--- src/sv/gyro_frame_deframer_crc_check_macros.svh ---
// Assertion macros for the gyro frame deframer.
// Depends on nothing; included by the modules that carry assertions.
`ifndef GYRO_FRAME_DEFRAMER_CRC_CHECK_MACROS_SVH
`define GYRO_FRAME_DEFRAMER_CRC_CHECK_MACROS_SVH
`ifndef SYNTH
// Same-cycle implication, disabled while reset is asserted.
`define GFD_ASSERT_IMP(lbl, a_clk, a_rst_n, ante, cons) \
    lbl: assert property (@(posedge a_clk) disable iff (!a_rst_n) (ante) |-> (cons)) \
        else $error("gfd assertion failed");
// Next-cycle implication, disabled while reset is asserted.
`define GFD_ASSERT_NXT(lbl, a_clk, a_rst_n, ante, cons) \
    lbl: assert property (@(posedge a_clk) disable iff (!a_rst_n) (ante) |=> (cons)) \
        else $error("gfd assertion failed");
`else
`define GFD_ASSERT_IMP(lbl, a_clk, a_rst_n, ante, cons)
`define GFD_ASSERT_NXT(lbl, a_clk, a_rst_n, ante, cons)
`endif
`endif

--- src/sv/gfd_pkg.sv ---
// Shared types, constants and CRC functions of the gyro frame deframer.
// Depends on nothing; used by every module of the block.
`default_nettype none

package gfd_pkg;

    // Sync sequence and frame layout
    localparam logic [7:0] SYNC0 = 8'hFE;
    localparam logic [7:0] SYNC1 = 8'h81;
    localparam logic [7:0] SYNC2 = 8'hFF;
    localparam logic [7:0] SYNC3 = 8'h55;

    localparam int FRAME_BYTES = 32;
    localparam int CRC_COVERED = 28;
    localparam int RATE_BYTES  = 12;
    localparam int DISC_IDX    = 24;
    localparam int SEQ_IDX     = 25;
    localparam int IDX_W       = $clog2(FRAME_BYTES);
    localparam int LAST_IDX    = FRAME_BYTES - 1;

    // Register defaults (CRC-32/MPEG-2)
    localparam logic [31:0] POLY_RESET   = 32'h04C11DB7;
    localparam logic [31:0] INIT_RESET   = 32'hFFFFFFFF;
    localparam logic [31:0] XOROUT_RESET = 32'h00000000;

    // Configuration register indexes
    localparam int CFG_IDX_W = 3;
    localparam logic [CFG_IDX_W-1:0] CFG_POLY      = 3'd0;
    localparam logic [CFG_IDX_W-1:0] CFG_INIT      = 3'd1;
    localparam logic [CFG_IDX_W-1:0] CFG_XOROUT    = 3'd2;
    localparam logic [CFG_IDX_W-1:0] CFG_REFL_IN   = 3'd3;
    localparam logic [CFG_IDX_W-1:0] CFG_REFL_OUT  = 3'd4;

    // Queue depths
    localparam int EVQ_DEPTH  = 8;
    localparam int EVQ_PTR_W  = $clog2(EVQ_DEPTH);
    localparam int RESQ_DEPTH = 2;
    localparam int RESQ_PTR_W = $clog2(RESQ_DEPTH);

    typedef enum logic [1:0] {
        STATUS_OK           = 2'd0,
        STATUS_CRC_ERR      = 2'd1,
        STATUS_AXIS_INVALID = 2'd2
    } status_t;

    typedef enum logic {
        EV_START = 1'b0,
        EV_DATA  = 1'b1
    } ev_kind_t;

    typedef struct packed {
        ev_kind_t         kind;
        logic [7:0]       data;
        logic [IDX_W-1:0] idx;
    } event_t;

    typedef struct packed {
        logic [31:0] poly;
        logic [31:0] init;
        logic [31:0] xorout;
        logic        refl_in;
        logic        refl_out;
    } cfg_t;

    typedef struct packed {
        status_t     status;
        logic [31:0] rate_x;
        logic [31:0] rate_y;
        logic [31:0] rate_z;
        logic [7:0]  disc;
        logic [7:0]  seq;
        logic        gap;
    } result_t;

    function automatic logic [7:0] rev8(input logic [7:0] v);
        logic [7:0] r;
        for (int k = 0; k < 8; k++) begin
            r[k] = v[7-k];
        end
        return r;
    endfunction

    function automatic logic [31:0] rev32(input logic [31:0] v);
        logic [31:0] r;
        for (int k = 0; k < 32; k++) begin
            r[k] = v[31-k];
        end
        return r;
    endfunction

    // One byte through the CRC register, MSB first (LSB first when refl is set)
    function automatic logic [31:0] crc_byte(
        input logic [31:0] crc_in,
        input logic [7:0]  data_in,
        input logic [31:0] poly,
        input logic        refl
    );
        logic [31:0] c;
        logic [7:0]  d;
        logic        top;
        c = crc_in;
        d = refl ? rev8(data_in) : data_in;
        for (int k = 7; k >= 0; k--) begin
            top = c[31] ^ d[k];
            c = {c[30:0], 1'b0};
            if (top) begin
                c = c ^ poly;
            end
        end
        return c;
    endfunction

    function automatic logic [7:0] sync_byte(input logic [1:0] pos);
        logic [7:0] b;
        case (pos)
            2'd0:    b = SYNC0;
            2'd1:    b = SYNC1;
            2'd2:    b = SYNC2;
            default: b = SYNC3;
        endcase
        return b;
    endfunction

endpackage

`default_nettype wire

--- src/sv/gfd_front.sv ---
// Front end: sync hunter and payload byte counter.
// Depends on gfd_pkg; feeds the event queue.
`default_nettype none

module gfd_front (
    input  wire logic            clk,
    input  wire logic            rst_n,
    input  wire logic            push,
    input  wire logic [7:0]      rx_byte,
    output logic                 full,
    output logic                 ev_push,
    output gfd_pkg::event_t      ev,
    input  wire logic            ev_full
);

    typedef enum logic [2:0] {
        S_HUNT,
        S_FE,
        S_81,
        S_FF,
        S_PAYLOAD
    } hunt_state_t;

    hunt_state_t                 hunt_reg;
    logic [gfd_pkg::IDX_W-1:0]   count_reg;
    logic                        accept;

    assign full   = ev_full;
    assign accept = push && !ev_full;

    always_comb
    begin
        ev.kind = (hunt_reg == S_PAYLOAD) ? gfd_pkg::EV_DATA : gfd_pkg::EV_START;
        ev.data = rx_byte;
        ev.idx  = count_reg;
        ev_push = accept && ((hunt_reg == S_PAYLOAD) ||
                             (hunt_reg == S_FF && rx_byte == gfd_pkg::SYNC3));
    end

    always_ff @(posedge clk or negedge rst_n)
    begin
        if (!rst_n)
        begin
            hunt_reg  <= S_HUNT;
            count_reg <= '0;
        end
        else if (accept)
        begin
            case (hunt_reg)
                S_FE:
                begin
                    hunt_reg <= (rx_byte == gfd_pkg::SYNC1) ? S_81 :
                                (rx_byte == gfd_pkg::SYNC0) ? S_FE : S_HUNT;
                end
                S_81:
                begin
                    hunt_reg <= (rx_byte == gfd_pkg::SYNC2) ? S_FF :
                                (rx_byte == gfd_pkg::SYNC0) ? S_FE : S_HUNT;
                end
                S_FF:
                begin
                    // a stray FE re-arms at the second sync byte
                    hunt_reg  <= (rx_byte == gfd_pkg::SYNC3) ? S_PAYLOAD :
                                 (rx_byte == gfd_pkg::SYNC0) ? S_FE : S_HUNT;
                    count_reg <= '0;
                end
                S_PAYLOAD:
                begin
                    if (count_reg == gfd_pkg::IDX_W'(gfd_pkg::LAST_IDX))
                    begin
                        hunt_reg  <= S_HUNT;
                        count_reg <= '0;
                    end
                    else
                    begin
                        count_reg <= count_reg + 1'b1;
                    end
                end
                default:
                begin
                    hunt_reg <= (rx_byte == gfd_pkg::SYNC0) ? S_FE : S_HUNT;
                end
            endcase
        end
    end

endmodule

`default_nettype wire

--- src/sv/gfd_evq.sv ---
// Event queue between the front end and the CRC back end.
// Depends on gfd_pkg.
`default_nettype none

module gfd_evq (
    input  wire logic             clk,
    input  wire logic             rst_n,
    input  wire logic             push,
    input  gfd_pkg::event_t       wr_item,
    output logic                  full,
    input  wire logic             pop,
    output gfd_pkg::event_t       rd_item,
    output logic                  empty
);

    gfd_pkg::event_t                 q_reg [gfd_pkg::EVQ_DEPTH];
    logic [gfd_pkg::EVQ_PTR_W-1:0]   wr_ptr_reg;
    logic [gfd_pkg::EVQ_PTR_W-1:0]   rd_ptr_reg;
    logic [gfd_pkg::EVQ_PTR_W:0]     count_reg;
    logic                            do_push;
    logic                            do_pop;

    assign full    = (count_reg == (gfd_pkg::EVQ_PTR_W+1)'(gfd_pkg::EVQ_DEPTH));
    assign empty   = (count_reg == '0);
    assign do_push = push && !full;
    assign do_pop  = pop && !empty;
    assign rd_item = q_reg[rd_ptr_reg];

    always_ff @(posedge clk or negedge rst_n)
    begin
        if (!rst_n)
        begin
            wr_ptr_reg <= '0;
            rd_ptr_reg <= '0;
            count_reg  <= '0;
        end
        else
        begin
            if (do_push)
            begin
                wr_ptr_reg <= wr_ptr_reg + 1'b1;
            end
            if (do_pop)
            begin
                rd_ptr_reg <= rd_ptr_reg + 1'b1;
            end
            if (do_push && !do_pop)
            begin
                count_reg <= count_reg + 1'b1;
            end
            else if (do_pop && !do_push)
            begin
                count_reg <= count_reg - 1'b1;
            end
        end
    end

    always_ff @(posedge clk)
    begin
        if (do_push)
        begin
            q_reg[wr_ptr_reg] <= wr_item;
        end
    end

endmodule

`default_nettype wire

--- src/sv/gfd_resq.sv ---
// Result queue that holds finished frame reports for the receiver.
// Depends on gfd_pkg.
`default_nettype none

module gfd_resq (
    input  wire logic             clk,
    input  wire logic             rst_n,
    input  wire logic             push,
    input  gfd_pkg::result_t      wr_item,
    output logic                  full,
    input  wire logic             pop,
    output gfd_pkg::result_t      rd_item,
    output logic                  empty
);

    gfd_pkg::result_t                 q_reg [gfd_pkg::RESQ_DEPTH];
    logic [gfd_pkg::RESQ_PTR_W-1:0]   wr_ptr_reg;
    logic [gfd_pkg::RESQ_PTR_W-1:0]   rd_ptr_reg;
    logic [gfd_pkg::RESQ_PTR_W:0]     count_reg;
    logic                             do_push;
    logic                             do_pop;

    assign full    = (count_reg == (gfd_pkg::RESQ_PTR_W+1)'(gfd_pkg::RESQ_DEPTH));
    assign empty   = (count_reg == '0);
    assign do_push = push && !full;
    assign do_pop  = pop && !empty;
    assign rd_item = q_reg[rd_ptr_reg];

    always_ff @(posedge clk or negedge rst_n)
    begin
        if (!rst_n)
        begin
            wr_ptr_reg <= '0;
            rd_ptr_reg <= '0;
            count_reg  <= '0;
        end
        else
        begin
            if (do_push)
            begin
                wr_ptr_reg <= wr_ptr_reg + 1'b1;
            end
            if (do_pop)
            begin
                rd_ptr_reg <= rd_ptr_reg + 1'b1;
            end
            if (do_push && !do_pop)
            begin
                count_reg <= count_reg + 1'b1;
            end
            else if (do_pop && !do_push)
            begin
                count_reg <= count_reg - 1'b1;
            end
        end
    end

    always_ff @(posedge clk)
    begin
        if (do_push)
        begin
            q_reg[wr_ptr_reg] <= wr_item;
        end
    end

endmodule

`default_nettype wire

--- src/sv/gfd_back.sv ---
// Back end: CRC engine, field capture, frame check and sequence tracking.
// Depends on gfd_pkg and the assertion macro header.
`default_nettype none
`include "gyro_frame_deframer_crc_check_macros.svh"

module gfd_back (
    input  wire logic             clk,
    input  wire logic             rst_n,
    input  gfd_pkg::cfg_t         cfg,
    input  wire logic             ev_valid,
    input  gfd_pkg::event_t       ev,
    output logic                  ev_pop,
    output logic                  res_push,
    output gfd_pkg::result_t      res,
    input  wire logic             res_full
);

    logic        sync_busy_reg;
    logic [1:0]  sync_step_reg;
    logic [31:0] crc_reg;
    logic [95:0] rate_reg;
    logic [7:0]  disc_reg;
    logic [7:0]  seq_reg;
    logic [23:0] rxcrc_reg;
    logic [7:0]  last_seq_reg;
    logic        have_last_reg;

    logic        head_start;
    logic        head_data;
    logic        head_last;
    logic [31:0] crc_src;
    logic [7:0]  byte_src;
    logic [31:0] crc_step;
    logic [31:0] crc_fin;
    logic [31:0] crc_rx;
    logic        crc_ok;
    logic        axis_ok;
    logic        seq_cont;

    always_comb
    begin
        head_start = ev_valid && ev.kind == gfd_pkg::EV_START;
        head_data  = ev_valid && ev.kind == gfd_pkg::EV_DATA;
        head_last  = head_data && ev.idx == gfd_pkg::IDX_W'(gfd_pkg::LAST_IDX);
        // hold the queue while the sync bytes go through the CRC
        ev_pop     = !sync_busy_reg && (head_start || (head_data && !(head_last && res_full)));
        res_push   = ev_pop && head_last;

        crc_src  = (!sync_busy_reg && head_start) ? cfg.init : crc_reg;
        byte_src = sync_busy_reg ? gfd_pkg::sync_byte(sync_step_reg) :
                   (ev.kind == gfd_pkg::EV_START) ? gfd_pkg::SYNC0 : ev.data;
        crc_step = gfd_pkg::crc_byte(crc_src, byte_src, cfg.poly, cfg.refl_in);

        crc_fin  = (cfg.refl_out ? gfd_pkg::rev32(crc_reg) : crc_reg) ^ cfg.xorout;
        crc_rx   = {rxcrc_reg, ev.data};
        crc_ok   = (crc_fin == crc_rx);
        axis_ok  = &disc_reg[2:0];
        seq_cont = (seq_reg == last_seq_reg + 8'd1) ||
                   ({1'b0, seq_reg} + 9'd127 == {1'b0, last_seq_reg});

        res.rate_x = rate_reg[95:64];
        res.rate_y = rate_reg[63:32];
        res.rate_z = rate_reg[31:0];
        res.disc   = disc_reg;
        res.seq    = seq_reg;
        if (!crc_ok)
        begin
            res.status = gfd_pkg::STATUS_CRC_ERR;
        end
        else if (!axis_ok)
        begin
            res.status = gfd_pkg::STATUS_AXIS_INVALID;
        end
        else
        begin
            res.status = gfd_pkg::STATUS_OK;
        end
        res.gap = crc_ok && axis_ok && have_last_reg && !seq_cont;
    end

    always_ff @(posedge clk or negedge rst_n)
    begin
        if (!rst_n)
        begin
            sync_busy_reg <= 1'b0;
            sync_step_reg <= 2'd0;
            last_seq_reg  <= 8'd0;
            have_last_reg <= 1'b0;
        end
        else
        begin
            if (sync_busy_reg)
            begin
                sync_step_reg <= sync_step_reg + 2'd1;
                if (sync_step_reg == 2'd3)
                begin
                    sync_busy_reg <= 1'b0;
                end
            end
            else if (ev_pop && head_start)
            begin
                sync_busy_reg <= 1'b1;
                sync_step_reg <= 2'd1;
            end
            if (res_push && res.status == gfd_pkg::STATUS_OK)
            begin
                last_seq_reg  <= seq_reg;
                have_last_reg <= 1'b1;
            end
        end
    end

    always_ff @(posedge clk)
    begin
        if (sync_busy_reg || (ev_pop && head_start))
        begin
            crc_reg <= crc_step;
        end
        else if (ev_pop && head_data && ev.idx < gfd_pkg::IDX_W'(gfd_pkg::CRC_COVERED))
        begin
            crc_reg <= crc_step;
        end

        if (ev_pop && head_data)
        begin
            if (ev.idx < gfd_pkg::IDX_W'(gfd_pkg::RATE_BYTES))
            begin
                rate_reg[{4'(gfd_pkg::RATE_BYTES - 1) - ev.idx[3:0], 3'b000} +: 8] <= ev.data;
            end
            if (ev.idx == gfd_pkg::IDX_W'(gfd_pkg::DISC_IDX))
            begin
                disc_reg <= ev.data;
            end
            if (ev.idx == gfd_pkg::IDX_W'(gfd_pkg::SEQ_IDX))
            begin
                seq_reg <= ev.data;
            end
            if (ev.idx >= gfd_pkg::IDX_W'(gfd_pkg::CRC_COVERED) && !head_last)
            begin
                rxcrc_reg <= {rxcrc_reg[15:0], ev.data};
            end
        end
    end

    `GFD_ASSERT_IMP(a_no_pop_in_sync, clk, rst_n, sync_busy_reg, !ev_pop)
    `GFD_ASSERT_IMP(a_idle_step_zero, clk, rst_n, !sync_busy_reg, sync_step_reg == 2'd0)
    `GFD_ASSERT_NXT(a_start_runs_sync, clk, rst_n, ev_pop && head_start, sync_busy_reg && sync_step_reg == 2'd1)
    `GFD_ASSERT_IMP(a_push_has_room, clk, rst_n, res_push, !res_full && head_last)

endmodule

`default_nettype wire

--- src/sv/gyro_frame_deframer_crc_check.sv ---
// Top level of the gyro frame deframer with CRC check.
// Depends on gfd_pkg, gfd_front, gfd_evq, gfd_back and gfd_resq.
//
// Usage:
//   Received bytes enter on rx_byte; a byte transfers at a clock edge with
//   push high and full low. Each complete frame (FE 81 FF 55 followed by 32
//   payload bytes) yields one report on the result ports, shown while empty
//   is low and transferred at an edge with pop high and empty low.
//   The CRC runs over the sync and payload bytes 0..27 and is compared with
//   the big-endian word in payload bytes 28..31; the status reports ok, CRC
//   mismatch or an axis marked invalid (a clear bit among discrete bits 0..2).
//   Throughput: one byte per cycle, sustained while the receiver takes reports.
//   The back end steps the sync bytes through the CRC at each frame start
//   (one CRC byte step a cycle); at most four events back up behind it,
//   which an eight-entry event queue holds without raising full, and the
//   hunt bytes of the next frame let it drain.
//   Report: written into the result queue when the back end takes the last
//   payload byte, which may wait behind the backlog left by the sync step.
//   Reset: the hunt restarts, both queues empty, no previous sequence number
//   is held, and the CRC registers return to CRC-32/MPEG-2.
//   Stall: while the receiver holds pop low, two reports wait in the result
//   queue; after that the event queue fills and full rises.
//   Configuration writes (cfg_write, cfg_index, cfg_data) take effect at once
//   and should only be made while no frame is in flight.
`default_nettype none

module gyro_frame_deframer_crc_check (
    input  wire logic                             clk,
    input  wire logic                             rst_n,
    input  wire logic                             push,
    output logic                                  full,
    input  wire logic [7:0]                       rx_byte,
    output logic                                  empty,
    input  wire logic                             pop,
    output logic [1:0]                            frame_status,
    output logic [31:0]                           rate_x_bits,
    output logic [31:0]                           rate_y_bits,
    output logic [31:0]                           rate_z_bits,
    output logic [7:0]                            discrete_flags,
    output logic [7:0]                            sequence_number,
    output logic                                  sequence_gap,
    input  wire logic                             cfg_write,
    input  wire logic [gfd_pkg::CFG_IDX_W-1:0]    cfg_index,
    input  wire logic [31:0]                      cfg_data
);

    gfd_pkg::cfg_t      cfg_reg;
    gfd_pkg::event_t    fe_ev;
    gfd_pkg::event_t    evq_head;
    gfd_pkg::result_t   be_res;
    gfd_pkg::result_t   resq_head;
    logic               fe_push;
    logic               evq_full;
    logic               evq_empty;
    logic               be_pop;
    logic               be_push;
    logic               resq_full;

    // Configuration registers; writes beyond the list are dropped
    always_ff @(posedge clk or negedge rst_n)
    begin
        if (!rst_n)
        begin
            cfg_reg.poly     <= gfd_pkg::POLY_RESET;
            cfg_reg.init     <= gfd_pkg::INIT_RESET;
            cfg_reg.xorout   <= gfd_pkg::XOROUT_RESET;
            cfg_reg.refl_in  <= 1'b0;
            cfg_reg.refl_out <= 1'b0;
        end
        else if (cfg_write)
        begin
            case (cfg_index)
                gfd_pkg::CFG_POLY:     cfg_reg.poly     <= cfg_data;
                gfd_pkg::CFG_INIT:     cfg_reg.init     <= cfg_data;
                gfd_pkg::CFG_XOROUT:   cfg_reg.xorout   <= cfg_data;
                gfd_pkg::CFG_REFL_IN:  cfg_reg.refl_in  <= cfg_data[0];
                gfd_pkg::CFG_REFL_OUT: cfg_reg.refl_out <= cfg_data[0];
                default: ;
            endcase
        end
    end

    // Front end: hunt for sync, number the payload bytes
    gfd_front u_front (
        .clk     (clk),
        .rst_n   (rst_n),
        .push    (push),
        .rx_byte (rx_byte),
        .full    (full),
        .ev_push (fe_push),
        .ev      (fe_ev),
        .ev_full (evq_full)
    );

    // Decouple the hunt from the CRC back end
    gfd_evq u_evq (
        .clk     (clk),
        .rst_n   (rst_n),
        .push    (fe_push),
        .wr_item (fe_ev),
        .full    (evq_full),
        .pop     (be_pop),
        .rd_item (evq_head),
        .empty   (evq_empty)
    );

    // Back end: CRC, field capture and frame verdict
    gfd_back u_back (
        .clk      (clk),
        .rst_n    (rst_n),
        .cfg      (cfg_reg),
        .ev_valid (!evq_empty),
        .ev       (evq_head),
        .ev_pop   (be_pop),
        .res_push (be_push),
        .res      (be_res),
        .res_full (resq_full)
    );

    // Hold finished reports until the receiver takes them
    gfd_resq u_resq (
        .clk     (clk),
        .rst_n   (rst_n),
        .push    (be_push),
        .wr_item (be_res),
        .full    (resq_full),
        .pop     (pop),
        .rd_item (resq_head),
        .empty   (empty)
    );

    assign frame_status    = resq_head.status;
    assign rate_x_bits     = resq_head.rate_x;
    assign rate_y_bits     = resq_head.rate_y;
    assign rate_z_bits     = resq_head.rate_z;
    assign discrete_flags  = resq_head.disc;
    assign sequence_number = resq_head.seq;
    assign sequence_gap    = resq_head.gap;

endmodule

`default_nettype wire

--- config.mk ---
export PLATFORM = sky130hd
export DESIGN_NAME = gyro_frame_deframer_crc_check
export DESIGN_NICKNAME = d
export VERILOG_FILES = /design/src/sv/gfd_pkg.sv /design/src/sv/gfd_front.sv /design/src/sv/gfd_evq.sv /design/src/sv/gfd_resq.sv /design/src/sv/gfd_back.sv /design/src/sv/gyro_frame_deframer_crc_check.sv
export VERILOG_INCLUDE_DIRS = /design/src /design/src/sv
export SDC_FILE = /design/constraint.sdc
export NUM_CORES = 1
export LEC_CHECK = 0
export BUFFER_PORTS_ARGS = -buffer_cell sky130_fd_sc_hd__buf_2
export CAP_MARGIN = 10
export CORE_MARGIN = 3
export CORE_UTILIZATION = 62
export DETAILED_ROUTE_END_ITERATION = 16
export GPL_ROUTABILITY_DRIVEN = 0
export PLACE_DENSITY_LB_ADDON = 0.15
export SETUP_SLACK_MARGIN = 0.4
export SLEW_MARGIN = 20
export SYNTH_ARGS = -nofsm -noshare
export SYNTH_HDL_FRONTEND = slang
export SYNTH_HIERARCHICAL = 1
export SYNTH_SLANG_ARGS = --single-unit
--- constraint.sdc ---
create_clock -name clk -period 8.6 [get_ports clk]
set_clock_uncertainty 0.05 [all_clocks]
set_input_delay 2.15 -clock clk [delete_from_list [all_inputs] [get_ports clk]]
set_output_delay 2.15 -clock clk [all_outputs]
set_load 0.02 [all_outputs]
==> results of run 1 <==
==> through the flow <==
step / cell area [µm²] / hold slack (ns) / worst slack [ns]
detailed placement: 33660 / 0.3810 / 1.420
finish: 36010 / 0.3900 / 1.269
CTS: 36000 / 0.3888 / 1.345
global route: 36010 / 0.4055 / 0.8071
floorplan: 32370 / 0.3715 / 0.7017
global placement: 33660 / 0.3723 / 1.554
==> final timing paths <==
path / from / to / slack, ns / depth (start not counted)
min in group asynchronous: rst_n / cfg_reg[10]$_DFFE_PN0P_ / 1.52 / 1
max in group asynchronous: rst_n / u_evq/count_reg[3]$_DFFE_PN0P_ / 5.67 / 2
worst min register to register: u_back/rate_reg[89]$_DFFE_PP_ / u_resq/q_reg[1][106]$_DFFE_PP_ / 0.39 / 0
worst min-delay path: u_back/rate_reg[89]$_DFFE_PP_ / u_resq/q_reg[1][106]$_DFFE_PP_ / 0.39 / 0
worst max-delay path: u_evq/rd_ptr_reg[0]$_DFFE_PN0P_ / u_back/crc_reg[12]$_DFFE_PP_ / 1.27 / 16
worst max register to register: u_evq/rd_ptr_reg[0]$_DFFE_PN0P_ / u_back/crc_reg[12]$_DFFE_PP_ / 1.27 / 16
==> metal layers <==
layer / vias to the layer above / global-route usage / routed length, µm / share of wire
met5: - / 0 / 0 / 0
met3: 124 / 0.04114 / 6076 / 0.080
li1: 8992 / - / - / -
met2: 919 / 0.4288 / 35740 / 0.47
met4: 0 / 0.09163 / 2071 / 0.027
met1: 10080 / 0.4024 / 31720 / 0.42
==> placed cells by master (no fill, tap or decap), drive strengths merged, types with 5 or more instances in the layout <==
| cell | instances |
|---|---|
| nand3 | 62 |
| o22ai | 5 |
| nor4 | 8 |
| nor2b | 8 |
| a21oi | 31 |
| nor2 | 120 |
| nand2b | 5 |
| o211ai | 10 |
| o21ai | 160 |
| or2 | 6 |
| a211oi | 7 |
| or4 | 6 |
| xnor2 | 234 |
| nor3b | 31 |
| xor2 | 66 |
| bufinv | 7 |
| nor3 | 28 |
| edfxtp | 510 |
| clkinv | 22 |
| ha | 21 |
| o311ai | 11 |
| mux2i | 81 |
| nand2 | 151 |
| mux4 | 28 |
| or3 | 6 |
| inv | 27 |
| buf | 210 |
| and4b | 12 |
| mux2 | 253 |
| and2 | 22 |
| a31oi | 11 |
| and3 | 46 |
| dfstp | 46 |
| clkbuf | 89 |
| nor4b | 14 |
| dfrtp | 86 |
| nand3b | 8 |
| nand4 | 13 |
| o21a | 7 |
==> area by class of cell <==
class | instances | share of cell area
clock inverters | 34 | 0.01081
clock buffers | 89 | 0.05403
diodes | 2 | 0.0001390
inverters | 26 | 0.002710
multi-input cells | 1545 | 0.3573
flip-flops and latches | 642 | 0.5188
well taps | 680 | 0.02363
repair buffers | 210 | 0.03256
==> cells by family (layout without fill, tap and decap cells) <==
family | count (synthesis) | count (layout) | synth area share
AO/OA/AOI/OAI | 294 | 294 | 0.06339
buffers and inverters | 165 | 359 | 0.02829
AND/OR/NAND/NOR | 564 | 564 | 0.09257
other | 0 | 2 | 0
XOR/XNOR | 303 | 303 | 0.08538
flip-flops | 642 | 642 | 0.5769
multiplexers | 362 | 362 | 0.1447
adder cells (fa/ha/maj) | 22 | 22 | 0.008735
==> critical path, cell delays in order (launching register included) <==
cell and delay (ns):
dfrtp_2 0.60, buf_4 0.33, mux4_2 0.53, mux2_2 0.48, a211oi_2 0.47, o21bai_1 0.21
nand2_2 0.62, a41oi_1 0.26, a31oi_1 0.89, or3_1 0.27, a211o_1 0.20, a31o_2 0.66
a2111oi_4 0.17, a221oi_4 0.72, buf_4 0.36, o21ai_2 0.10, xnor2_1 0.14
==> qor.yml, run 1 <==
syn_area_mm2: 0.03237
yosys.area.top_type: "edfxtp_1"
clk_pin_slew_ns: 0.06
multi_input_comb_area_mm2: 0.01287
hold_viol: 0
root_buffer: "clkbuf_16"
yosysMostFrequentCell: "edfxtp_1"
timing_worst_slew_pin_value_ns: 1.026
syn_avg_cell_area_um2: 13.76
holdCritPathClass: "flip-flop to flip-flop"
rows: 83
synth_edf_count: 510
core_mm2: 0.05151
ys.flop_type: "edfxtp_1"
async_reset_ff_frac: 0.2056
synthTopCellsByArea: "edfxtp_1, dfrtp_1, xnor2_1"
dpl.cell_count: 3103
critPathCaptureType: "flip-flop"
crit_required_ns: 8.87
dr.pass1.iters: 6
grt_pass1_vias: 19160
fin_crit_sh: 0.8524
fmax_mhz: 136.4
grt_first_pass_wirelength_mm: 115.0
fillerInstances: 3405
cts_tree: "yes"
wl_per_cell_um: 23.42
synth_seq_area_share: 0.5769
cts_made_buffers: 67
clk_latency_ns: 0.59
cts_hold_buf: 0
fin_cells: 3228
synth_nets: 2422
area_delta_synth_final_pct: 11.23
die_w_um: 234.5
layout.nets: 2562
overflow: 0
rsz0062_at_grt: "no"
grt_max_degree: 73
synth_commonest_cells: "edfxtp_1, xnor2_1, mux2_2"
die_area_mm2: 0.05499
drc: 0
yosysWarnings: 6
timing.slew.headroom: 0.3128
tns_ns: 0
cts.sink_count: 642
synth_top_area_frac: 0.4731
cap_violations: 0
drv_slew: 0
largest_reg_flops: 230
cts_setup_buffers: 0
critical_path_peak_fanout: 33
crit_arrival_ns: 7.60
avgViaCountPerCell: 6.231
start_util: 0.6285
die_y_um: 234.5
critPathKind: "flip-flop to flip-flop"
clock_path_buffers: 3
vias: 20120
port_buffers: 164
synth_cell_types: 115
htree_levels: 3
outcome: "finished clean"
worst_setup_path_start_kind: "flip-flop"
syn_inst: 2352
antenna_found_initial: 4
ant_nets: 0
finalSetupViolCount: 0
drt_wl_total_mm: 75.62
utilization: 0.6991
dp_hpwl_mm: 50.80
initialDrtViolationCount: 2028
cts_resized: 0
io_pins: 165
synth_seq_cells: 642
period_needed_ns: 7.331
seqCellArea_mm2: 0.01868
grt_usage: 0.2753
drive_gt1_frac: 0.2879
Power of run 1 is not shown: default switching activity piles up to over one toggle a cycle in this logic, so the estimate is an artifact.
==> inputs of run 2 (changes only) <==
--- a/config.mk
+++ b/config.mk
@@ -9,10 +9,10 @@
 export BUFFER_PORTS_ARGS = -buffer_cell sky130_fd_sc_hd__buf_2
 export CAP_MARGIN = 10
 export CORE_MARGIN = 3
-export CORE_UTILIZATION = 62
+export CORE_UTILIZATION = 55
 export DETAILED_ROUTE_END_ITERATION = 16
 export GPL_ROUTABILITY_DRIVEN = 0
-export PLACE_DENSITY_LB_ADDON = 0.15
+export PLACE_DENSITY = 0.77
 export SETUP_SLACK_MARGIN = 0.4
 export SLEW_MARGIN = 20
 export SYNTH_ARGS = -nofsm -noshare
==> run 2 against run 1 <==
  * Worst hold slack got worse by 0.0021 ns
  * Wire length rose by 1.9%
  * Global-route usage shrank 2.9 points
  * Critical endpoint is now u_back/crc_reg[1]$_DFFE_PP_
  * Die area rose by 12%
==> qor.yml, run 2 (same netlist as run 1, synthesis figures left out) <==
outcome: "finished clean"
seqCellArea_mm2: 0.01868
die_w_um: 248.6
avgViaCountPerCell: 6.105
tns_ns: 0
cts_tree: "yes"
core_mm2: 0.05792
dr_wl_met3_mm: 6.507
largest_reg_flops: 230
cts_made_buffers: 66
crit_arrival_ns: 7.68
drc: 0
layout.nets: 2557
critPathCaptureType: "flip-flop"
holdPathStages: 0
cap_violations: 0
period_needed_ns: 7.373
cp_top_family: "compound AO/OA/AOI/OAI gates"
critical_path.max_stage_delay_ns: 0.86
htree_levels: 3
clk_latency_ns: 0.61
grt_max_degree: 76
ff2ff_path_depth: 16
worst_setup_path_start_kind: "flip-flop"
cts_resized: 0
multi_input_comb_area_mm2: 0.01287
fmax_mhz: 135.6
root_buffer: "clkbuf_16"
start_util: 0.5590
grt_usage: 0.2461
clock_path_buffers: 3
critical_path_peak_fanout: 33
fin_crit_sh: 0.8573
crit_required_ns: 8.90
timing.slew.headroom: 0.2795
cts_setup_buffers: 0
route.met2.wl_mm: 36.74
critPathKind: "flip-flop to flip-flop"
antenna_found_initial: 3
layout_commonest_cell: "edfxtp_1"
fin_cells: 3304
crit_chain: "mux4_2 -> mux2_2 -> or3b_1 -> a21oi_2 -> o21bai_1 -> nand2_2 -> a41oi_1 -> a31oi_1 -> or2_2 -> o311ai_2 -> a31o_2 -> a211oi_1 -> o2111a_1 -> buf_4 -> o21ai_0 -> xor2_1"
ant_nets: 0
rsz0062_at_grt: "no"
wl_per_cell_um: 23.33
min_from: "u_back/disc_reg[4]$_DFFE_PP_"
vias: 20170
drv_slew: 0
crit_buf_inv: 1
cts.sink_count: 642
timing_worst_slew_pin_value_ns: 1.081
rows: 88
die_y_um: 248.6
utilization: 0.6228
initialDrtViolationCount: 1974
dpl.cell_count: 3184
dr.pass1.iters: 5
setup.worst_path.start: "u_evq/rd_ptr_reg[0]$_DFFE_PN0P_"
port_buffers: 164
drive_gt1_frac: 0.2868
cts_hold_buf: 0
dp_hpwl_mm: 51.42
area_delta_synth_final_pct: 11.42
top_layer_used: "met5"
holdCritPathClass: "flip-flop to flip-flop"
fillerInstances: 4193
finalSetupViolCount: 0
drt_wl_total_mm: 77.09
die_area_mm2: 0.06181
cp.depth: 16
final_cell_mix: "edfxtp_1, xnor2_1, buf_2"
io_pins: 165
clk_pin_slew_ns: 0.06
cp_slowest_cell: "a31oi_1"
r2r_start: "u_evq/rd_ptr_reg[0]$_DFFE_PN0P_"
grt_pass1_vias: 20130
grt_first_pass_wirelength_mm: 119.1
overflow: 0
hold_viol: 0
drt-met1-wl_mm: 31.85
dpl_worst_slack_ns: 1.358
setup_ws_ns: 1.227
-- run 2: path summary, 6_finish.rpt --
kind,end,slack (ns)
max reg2reg,u_back/crc_reg[1]$_DFFE_PP_,1.23
min in group asynchronous,cfg_reg[12]$_DFFE_PN0P_,1.47
min,u_resq/q_reg[1][13]$_DFFE_PP_,0.39
min reg2reg,u_resq/q_reg[1][13]$_DFFE_PP_,0.39
max,u_back/crc_reg[1]$_DFFE_PP_,1.23
max in group asynchronous,u_resq/rd_ptr_reg$_DFFE_PN0P_,5.81
-- run 2: metal layers --
layer,up-vias,track usage
met3,158,0.04895
li1,8971,-
met2,938,0.4005
met1,10100,0.3375
met5,-,0
met4,2,0.07337
-- run 2: cell type report --
type | count | share of cell area
Sequential cell | 642 | 0.5179
Multi-Input combinational cell | 1545 | 0.3568
Clock buffer | 83 | 0.05044
Timing Repair Buffer | 206 | 0.03177
Tap cell | 765 | 0.02654
Clock inverter | 36 | 0.01381
Inverter | 26 | 0.002706
Antenna cell | 1 | 0.00006938
-- run 2: metrics by stage --
stage | hold slack (ns) | area, µm²
2_1_floorplan | 0.3715 | 32370
4_1_cts | 0.3873 | 36060
6_report | 0.3879 | 36070
3_5_place_dp | 0.3791 | 33740
5_1_grt | 0.4021 | 36070
3_3_place_gp | 0.3727 | 33740
Power of run 2 is left out for the same reason.
==> inputs of run 3 (changes only) <==
--- a/config.mk
+++ b/config.mk
@@ -6,13 +6,14 @@
 export SDC_FILE = /design/constraint.sdc
 export NUM_CORES = 1
 export LEC_CHECK = 0
+export ABC_AREA = 1
 export BUFFER_PORTS_ARGS = -buffer_cell sky130_fd_sc_hd__buf_2
 export CAP_MARGIN = 10
 export CORE_MARGIN = 3
-export CORE_UTILIZATION = 55
+export CORE_UTILIZATION = 40
 export DETAILED_ROUTE_END_ITERATION = 16
 export GPL_ROUTABILITY_DRIVEN = 0
-export PLACE_DENSITY = 0.77
+export PLACE_DENSITY = 0.6
 export SETUP_SLACK_MARGIN = 0.4
 export SLEW_MARGIN = 20
 export SYNTH_ARGS = -nofsm -noshare
==> run 3 against run 2 <==
  * Via count up 13%
  * Wire length up 8.2%
  * Synthesized area down 1.6%
  * Global-route usage down 4.6 points
  * Fmax up 4.3%
  * Die area up 34%
  * Count of clock-buffer cells in the layout unchanged
  * Highest routed layer is now met4
==> qor.yml, run 3 <==
outcome: "finished clean"
root_buffer: "clkbuf_16"
avgViaCountPerCell: 4.934
wl_per_cell_um: 18.03
cap_violations: 0
port_buffers: 164
critical_path.max_stage_delay_ns: 0.49
yosys.area.top_type: "edfxtp_1"
cp_slowest_cell: "nand2_4"
synth_top_area_frac: 0.4807
holdCritPathClass: "flip-flop to flip-flop"
overflow: 0
synth_seq_area_share: 0.5862
critical_path_peak_fanout: 61
die_w_um: 288.2
timing.slew.headroom: 0.3065
syn_inst: 3407
synth_edf_count: 510
drive_gt1_frac: 0.1312
async_reset_ff_frac: 0.2056
cts_hold_buf: 0
worst_setup_path_start_kind: "flip-flop"
syn_area_mm2: 0.03186
critPathCaptureType: "flip-flop"
crit_arrival_ns: 7.39
utilization: 0.4582
ys.flop_type: "edfxtp_1"
cts_tree: "yes"
antenna_found_initial: 2
period_needed_ns: 7.068
clk_latency_ns: 0.61
grt_first_pass_wirelength_mm: 127.6
finalSetupViolCount: 0
synth_cell_types: 51
timing_worst_slew_pin_value_ns: 1.039
cts.sink_count: 642
drc: 0
rows: 102
die_area_mm2: 0.08307
start_util: 0.4072
synth_seq_cells: 642
cts_setup_buffers: 0
layout.nets: 3598
rsz0062_at_grt: "no"
hold_viol: 0
die_y_um: 288.2
clk_pin_slew_ns: 0.07
drt_wl_total_mm: 83.39
clock_path_buffers: 3
grt_usage: 0.1999
core_mm2: 0.07823
grt_max_degree: 92
vias: 22820
dp_hpwl_mm: 56.91
cp_common_cell: "nand2_1"
largest_reg_flops: 230
tns_ns: 0
critPathKind: "flip-flop to flip-flop"
cts_resized: 0
crit_required_ns: 8.92
cts_made_buffers: 71
layout_commonest_cell: "nand2_1"
grt_pass1_vias: 21220
drv_slew: 0
htree_levels: 3
area_delta_synth_final_pct: 12.52
initialDrtViolationCount: 1916
yosysWarnings: 6
synth_nets: 3477
final_cell_mix: "nand2_1, edfxtp_1, nor2_1"
holdWs_ns: 0.3868
io_pins: 165
yosysMostFrequentCell: "nand2_1"
dr.pass1.iters: 6
syn_avg_cell_area_um2: 9.351
ant_nets: 0
fin_crit_sh: 0.8218
synth_commonest_cells: "nand2_1, edfxtp_1, nor2_1"
synthTopCellsByArea: "edfxtp_1, nand2_1, dfrtp_1"
fmax_mhz: 141.5
## run 3: cells by family (layout without fill, tap and decap cells)
group / Yosys count / count (layout) / synth area share
adder cells (fa/ha/maj): 22 / 22 / 0.008876
flip-flops: 642 / 642 / 0.5862
AND/OR/NAND/NOR: 1927 / 1927 / 0.2535
buffers and inverters: 398 / 574 / 0.05804
other: 0 / 1 / 0
AO/OA/AOI/OAI: 197 / 197 / 0.03260
XOR/XNOR: 221 / 221 / 0.06075
## run 3: layer usage
layer	global-route usage	part of all wire	routed length [µm]	vias up
met5	0	0	0	-
met4	0.05788	0.025	2122	0
met3	0.02881	0.063	5248	107
met2	0.3323	0.48	39620	667
met1	0.2733	0.44	36400	10770
li1	-	-	-	11280
## run 3: cell type report
class / instances / area [µm²]
timing repair buffer: 200 / 1117
fill: 7354 / 42390
sequential: 642 / 18680
clock inverter: 45 / 544.3
inverter: 246 / 935.9
tap: 1040 / 1301
antenna: 1 / 2.502
clock buffer: 83 / 1863
multi-input combinational: 2367 / 11400
## run 3: final timing paths
path                                                      start                       endpoint  slack [ns]  cells after the start
worst max register to register  u_evq/rd_ptr_reg[0]$_DFFE_PN0P_    u_back/crc_reg[2]$_DFFE_PP_        1.53                     36
min in group asynchronous                                 rst_n        cfg_reg[75]$_DFFE_PN0P_        1.57                      1
worst min-delay path              u_back/rate_reg[12]$_DFFE_PP_  u_resq/q_reg[1][29]$_DFFE_PP_        0.39                      0
max in group asynchronous                                 rst_n  u_resq/rd_ptr_reg$_DFFE_PN0P_        5.62                      2
worst max-delay path            u_evq/rd_ptr_reg[0]$_DFFE_PN0P_    u_back/crc_reg[2]$_DFFE_PP_        1.53                     36
worst min register to register    u_back/rate_reg[12]$_DFFE_PP_  u_resq/q_reg[1][29]$_DFFE_PP_        0.39                      0
## run 3: worst max-delay path: cells and delay by family, from the launching register on
family                 cells  cell delay, ns
AO/OA/AOI/OAI              2            0.28
buffers and inverters      4            1.08
flip-flops                 1            0.36
AND/OR/NAND/NOR           30            5.03
## run 3: stage by stage
stage	area, µm²	setup WS, ns	instances
floorplan	31860	1.232	3407
CTS	35790	1.522	4622
finish	35850	1.532	4624
global route	35840	0.7544	4623
detailed placement	33380	1.520	4494
global placement	33380	1.635	4494
Power of run 3 is left out for the same reason.
